==> src/tlg_pkg.sv <==
`timescale 1ns / 1ps
// Shared types, constants and codes of the training loss and gradient engine.
// No dependencies; every other file refers to it by scoped names.
package tlg_pkg;

  localparam int FRAC_BITS        = 16;
  localparam int DEF_MAX_ELEMENTS = 65536;
  localparam int DEF_NUM_CLASSES  = 1024;
  localparam int CNT_CAP_LIMIT    = 131071;

  localparam int CNT_W      = 17;
  localparam int SUM_W      = 64;
  localparam int TERM_W     = 52;
  localparam int NL_W       = 21;
  localparam int PROB_W     = 16;
  localparam int DIV_NW     = 64;
  localparam int DIV_DW     = 17;
  localparam int IN_TDATA_W = 88;

  localparam logic [29:0] LN2_Q30 = 30'd744261118;

  localparam logic [1:0] KIND_MSE    = 2'd0;
  localparam logic [1:0] KIND_BCE    = 2'd1;
  localparam logic [1:0] KIND_CCE    = 2'd2;
  localparam logic [1:0] KIND_SPARSE = 2'd3;

  localparam logic REG_LOSS_KIND = 1'b0;
  localparam logic REG_WANT_GRAD = 1'b1;

  localparam logic [3:0] OP_NONE      = 4'd0;
  localparam logic [3:0] OP_CAPTURE   = 4'd1;
  localparam logic [3:0] OP_MSE_GRAD  = 4'd2;
  localparam logic [3:0] OP_MSE_SQ    = 4'd3;
  localparam logic [3:0] OP_LOG_INIT  = 4'd4;
  localparam logic [3:0] OP_LOG_STEP  = 4'd5;
  localparam logic [3:0] OP_LOG_MUL   = 4'd6;
  localparam logic [3:0] OP_LOG_END   = 4'd7;
  localparam logic [3:0] OP_BCE_MUL   = 4'd8;
  localparam logic [3:0] OP_BCE_SUM   = 4'd9;
  localparam logic [3:0] OP_DIV_START = 4'd10;
  localparam logic [3:0] OP_TERM_ADD  = 4'd11;
  localparam logic [3:0] OP_TERM_SUB  = 4'd12;
  localparam logic [3:0] OP_ACC       = 4'd13;
  localparam logic [3:0] OP_OUT       = 4'd14;

  localparam logic [1:0] DSEL_TCQ  = 2'd0;
  localparam logic [1:0] DSEL_TP   = 2'd1;
  localparam logic [1:0] DSEL_ONEP = 2'd2;
  localparam logic [1:0] DSEL_MEAN = 2'd3;

  typedef struct packed {
    logic [3:0] op;
    logic       sel;
    logic [1:0] dsel;
  } tlg_cmd_t;

  typedef struct packed {
    logic [1:0] kind;
    logic       grad;
    logic       positive;
    logic       last;
    logic       div_done;
    logic       out_free;
  } tlg_stat_t;

endpackage

==> src/tlg_ctrl.sv <==
`timescale 1ns / 1ps
// Controller state machine that sequences the datapath operations per transaction.
// Uses tlg_pkg for command and status types and codes.
module tlg_ctrl (
  input  logic               clk,
  input  logic               rst_n,
  input  logic               in_tvalid,
  output logic               in_tready,
  input  tlg_pkg::tlg_stat_t stat,
  output tlg_pkg::tlg_cmd_t  cmd
);

  localparam logic [3:0] S_IDLE  = 4'd0;
  localparam logic [3:0] S_DISP  = 4'd1;
  localparam logic [3:0] S_LOGI2 = 4'd2;
  localparam logic [3:0] S_LOG   = 4'd3;
  localparam logic [3:0] S_LOGM  = 4'd4;
  localparam logic [3:0] S_LOGE  = 4'd5;
  localparam logic [3:0] S_BM0   = 4'd6;
  localparam logic [3:0] S_BM1   = 4'd7;
  localparam logic [3:0] S_BSUM  = 4'd8;
  localparam logic [3:0] S_DIVS2 = 4'd9;
  localparam logic [3:0] S_DIVW  = 4'd10;
  localparam logic [3:0] S_ACC   = 4'd11;
  localparam logic [3:0] S_MEANS = 4'd12;
  localparam logic [3:0] S_OUT   = 4'd13;

  logic [3:0] state_r, state_nxt;
  logic [4:0] step_r, step_nxt;
  logic       lsel_r, lsel_nxt;
  logic [1:0] dsel_r, dsel_nxt;

  always_comb begin
    state_nxt = state_r;
    step_nxt  = step_r;
    lsel_nxt  = lsel_r;
    dsel_nxt  = dsel_r;
    cmd.op    = tlg_pkg::OP_NONE;
    cmd.sel   = lsel_r;
    cmd.dsel  = dsel_r;
    case (state_r)
      S_IDLE: begin
        if (in_tvalid) begin
          cmd.op    = tlg_pkg::OP_CAPTURE;
          state_nxt = S_DISP;
        end
      end
      S_DISP: begin
        lsel_nxt = 1'b0;
        step_nxt = '0;
        cmd.sel  = 1'b0;
        case (stat.kind)
          tlg_pkg::KIND_MSE: begin
            cmd.op    = stat.grad ? tlg_pkg::OP_MSE_GRAD : tlg_pkg::OP_MSE_SQ;
            state_nxt = S_ACC;
          end
          tlg_pkg::KIND_BCE: begin
            if (stat.grad) begin
              cmd.op    = tlg_pkg::OP_DIV_START;
              cmd.dsel  = tlg_pkg::DSEL_TCQ;
              dsel_nxt  = tlg_pkg::DSEL_TCQ;
              state_nxt = S_DIVW;
            end else begin
              cmd.op    = tlg_pkg::OP_LOG_INIT;
              state_nxt = S_LOG;
            end
          end
          default: begin
            if (!stat.positive) begin
              state_nxt = S_ACC;
            end else if (stat.grad) begin
              cmd.op    = tlg_pkg::OP_DIV_START;
              cmd.dsel  = tlg_pkg::DSEL_ONEP;
              dsel_nxt  = tlg_pkg::DSEL_ONEP;
              state_nxt = S_DIVW;
            end else begin
              cmd.op    = tlg_pkg::OP_LOG_INIT;
              state_nxt = S_LOG;
            end
          end
        endcase
      end
      S_LOGI2: begin
        cmd.op    = tlg_pkg::OP_LOG_INIT;
        cmd.sel   = 1'b1;
        lsel_nxt  = 1'b1;
        step_nxt  = '0;
        state_nxt = S_LOG;
      end
      S_LOG: begin
        cmd.op   = tlg_pkg::OP_LOG_STEP;
        step_nxt = step_r + 1'b1;
        if (step_r == 5'd31) state_nxt = S_LOGM;
      end
      S_LOGM: begin
        cmd.op    = tlg_pkg::OP_LOG_MUL;
        state_nxt = S_LOGE;
      end
      S_LOGE: begin
        cmd.op = tlg_pkg::OP_LOG_END;
        if (stat.kind == tlg_pkg::KIND_BCE) begin
          state_nxt = lsel_r ? S_BM0 : S_LOGI2;
        end else begin
          state_nxt = S_ACC;
        end
      end
      S_BM0: begin
        cmd.op    = tlg_pkg::OP_BCE_MUL;
        cmd.sel   = 1'b0;
        state_nxt = S_BM1;
      end
      S_BM1: begin
        cmd.op    = tlg_pkg::OP_BCE_MUL;
        cmd.sel   = 1'b1;
        state_nxt = S_BSUM;
      end
      S_BSUM: begin
        cmd.op    = tlg_pkg::OP_BCE_SUM;
        state_nxt = S_ACC;
      end
      S_DIVS2: begin
        cmd.op    = tlg_pkg::OP_DIV_START;
        cmd.dsel  = tlg_pkg::DSEL_TP;
        dsel_nxt  = tlg_pkg::DSEL_TP;
        state_nxt = S_DIVW;
      end
      S_DIVW: begin
        if (stat.div_done) begin
          case (dsel_r)
            tlg_pkg::DSEL_TCQ: begin
              cmd.op    = tlg_pkg::OP_TERM_ADD;
              state_nxt = S_DIVS2;
            end
            tlg_pkg::DSEL_MEAN: state_nxt = S_OUT;
            default: begin
              cmd.op    = tlg_pkg::OP_TERM_SUB;
              state_nxt = S_ACC;
            end
          endcase
        end
      end
      S_ACC: begin
        cmd.op    = tlg_pkg::OP_ACC;
        state_nxt = stat.last ? S_MEANS : S_IDLE;
      end
      S_MEANS: begin
        cmd.op    = tlg_pkg::OP_DIV_START;
        cmd.dsel  = tlg_pkg::DSEL_MEAN;
        dsel_nxt  = tlg_pkg::DSEL_MEAN;
        state_nxt = S_DIVW;
      end
      S_OUT: begin
        if (stat.out_free) begin
          cmd.op    = tlg_pkg::OP_OUT;
          state_nxt = S_IDLE;
        end
      end
      default: state_nxt = S_IDLE;
    endcase
  end

  always_ff @(posedge clk) begin
    if (!rst_n) begin
      state_r <= S_IDLE;
      step_r  <= '0;
      lsel_r  <= 1'b0;
      dsel_r  <= tlg_pkg::DSEL_TCQ;
    end else begin
      state_r <= state_nxt;
      step_r  <= step_nxt;
      lsel_r  <= lsel_nxt;
      dsel_r  <= dsel_nxt;
    end
  end

  assign in_tready = state_r == S_IDLE;

endmodule

==> config.mk <==
export PLATFORM = sky130hd
export DESIGN_NAME = tlg_ctrl
export DESIGN_NICKNAME = d
export VERILOG_FILES = /design/src/tlg_pkg.sv /design/src/tlg_ctrl.sv
export SDC_FILE = /design/constraint.sdc
export NUM_CORES = 1
export LEC_CHECK = 0
export BUFFER_PORTS_ARGS = -buffer_cell sky130_fd_sc_hd__buf_2
export CAP_MARGIN = 40
export CORE_MARGIN = 2
export CORE_UTILIZATION = 50
export DETAILED_ROUTE_END_ITERATION = 8
export PLACE_DENSITY = 0.77
export SYNTH_ARGS = -nofsm -noshare
export SYNTH_HDL_FRONTEND = slang
export SYNTH_SLANG_ARGS = --single-unit
==> constraint.sdc <==
create_clock -name clk -period 2 [get_ports clk]
set_input_delay 0.2 -clock clk [delete_from_list [all_inputs] [get_ports clk]]
set_output_delay 0.2 -clock clk [all_outputs]
set_load 0.005 [all_outputs]
==> qor.yml <==
floorplanning:
  initial_utilization: 0.546
  core_um2: 2000
  die_height_um: 50.7
  dieArea_um2: 2570
  pin_count: 18
  fp-row-count: 16
  die_x_um: 50.7
yosys:
  synth_flop_cell: "dfxtp_1"
  ys_seq_area_frac: 0.220
  avgSynthCellArea_um2: 7.14
  synth_cell_types: 47
  synth_nets: 168
  synth_area_um2: 1090
  yosysWarnings: 0
  synth_edf_count: 0
  synthCells: 153
  ys_ff_latch: 12
  synth-async-reset-ratio: 0
clock_network:
  clock_sinks: 12
  root_buffer: "clkbuf_4"
  cts_tree: "yes"
  htreeDepth: 1
  clk_pin_slew_ns: 0.08
  insertion_delay_ns: 0.28
  clk_path_buf_depth: 2
  cts_buffers: 3
  cts_hold_buf: 0
final_layout:
  nets: 188
  drive_above_1_share: 0.256
  final_common_cell: "buf_2"
  syn_to_final_growth_pct: 18.0
  diodes: 0
  layout_common_cells: "17 x buf_2, 15 x o21ai_0, 14 x a21oi_1, 13 x nor2_1, 9 x nand2_1"
critical_path:
  cp_max_fo: 4
  critPathKind: "reg2reg"
  cp_data_required_time_ns: 2.17
  reg2reg_slack_ns: 0.07
  worst_setup_path_start_kind: "flip-flop"
  arrival_ns: 2.11
  endpoint_kind: "flip-flop"
timing:
  tightest_slew_ns: 0.560
  finalCriticalPeriod_ns: 1.93
  setup_viol: 0
  rsz0062_at_grt: "true"
  drv_slew: 0
  fmax_ghz: 0.517
  relSlewSlack: 0.624
  fin_skew_ns: 0.00298
  hold_violations: 0
  fin_tns_setup_ns: 0
  setup_ws_ns: 0.0664
  fin_crit_sh: 0.967
global_routing:
  overflow: 0
  antenna_found_initial: 0
  grt.total_usage: 0.247
  grt_max_degree: 20
  grt_pass1_wl_um: 4800
  grt_pass1_vias: 1132
placement:
  pre_cts_ws_ns: 0.000516
  dp_hpwl_um: 2170
  gp_congestion: 0.832
  io_buffers: 17
route:
  drtIter0Drc: 56
  drt_drc_violations_left: 0
  vias: 1246
  wl_um: 3090
  drtAntennaViolNets: 0
  firstDrtPassIters: 4
  wl_per_cell_um: 15.5
  vias_per_cell: 6.26
worst_hold_path:
  hp-class: "in2reg"
power_and_ir_drop:
  p_leak_nw: 0.542
  ir_drop_mv: 0.708
  pwr_density_cell_nw_per_um2: 1290
job:
  drv_cap: 0
status:
  status: "completed"
[per-stage QoR]
stage          hold WS (ns)  instances  power, mW  utilization  instance area, µm²
2_1_floorplan         0.308        153       1.07            -                1090
3_3_place_gp          0.484        194       1.35        0.604                1210
3_5_place_dp          0.486        194       1.37        0.604                1210
4_1_cts               0.204        198       1.59        0.625                1250
5_1_grt               0.201        199       1.80        0.644                1290
6_report              0.203        199       1.67        0.644                1290
[sequential cells by signal (all words and copies together), names as in the netlist]
name     cells
dsel_r       2
lsel_r       1
state_r      4
step_r       5
[cells in the mapped netlist, types with 2 or more instances]
library cell	instances	area, µm²
o32a_1	2	20.0
a21o_1	3	22.5
nor2_1	13	48.8
dfxtp_1	12	240
inv_1	8	30.0
nor2b_1	7	43.8
a21oi_1	15	75.1
or3b_1	2	17.5
ha_1	5	62.6
o221a_1	2	22.5
nor3_1	5	25.0
nand2b_1	7	43.8
a31oi_1	3	18.8
or2_2	2	12.5
nand2_1	9	33.8
inv_2	2	7.51
o21ai_0	15	75.1
nand3_1	2	10.0
a32oi_1	2	17.5
buf_2	7	35.0
o31ai_1	2	15.0
clkbuf_1	2	7.51
a2111oi_0	2	17.5
[cells by family (layout without fill, tap and decap cells)]
family                   count (synthesis)  count (layout)  synth area share
AO/OA/AOI/OAI                           59              59             0.357
XOR/XNOR                                 1               1           0.00802
adder cells (fa/ha/maj)                  5               5            0.0573
buffers and inverters                   20              39            0.0836
flip-flops                              12              12             0.220
multiplexers                             1               1            0.0103
AND/OR/NAND/NOR                         55              55             0.263
[report_power, final]
part           switching [mW]  internal (mW)
registers               0.126          0.296
logic                   0.569          0.474
clock network          0.0907          0.111
[worst max-delay path: stages, from the launching register on]
cell and delay [ns]:
dfxtp_2 0.34, ha_2 0.18, and3_1 0.18, ha_1 0.17, or3b_4 0.39, a21oi_4 0.20, a2111oi_2 0.08, o221a_1 0.28
[final timing paths]
kind / depth (start not counted) / endpoint / from
worst min register to register: 2 / step_r[2] / step_r[2]
worst max-delay path: 7 / state_r[3] / step_r[1]
worst max register to register: 7 / state_r[3] / step_r[1]
worst min-delay path: 2 / state_r[1] / rst_n
[routing by layer]
metal	routed length (µm)	vias to the layer above	share of wire	GRT usage
met5	0	-	0	0
met4	97	0	0.031	0.149
met3	174	14	0.056	0.0387
met2	1560	59	0.51	0.439
met1	1250	577	0.41	0.273
li1	-	596	-	-
[layout make-up]
| class | instances | area [µm²] |
|---|---|---|
| Multi-Input combinational cell | 121 | 790 |
| Timing Repair Buffer | 25 | 145 |
| Inverter | 10 | 37.5 |
| Tap cell | 27 | 33.8 |
| Sequential cell | 12 | 246 |
| Fill cell | 186 | 713 |
| Clock buffer | 4 | 36.3 |
[what timing repair did]
| item | CTS | global route |
|---|---|---|
| endpoints found under the setup margin | 2 | 5 |
| pin swaps | 0 | 2 |
| setup buffers | 0 | 1 |
| resized for setup | 2 | 11 |
Power figures use the tool's default switching activity.
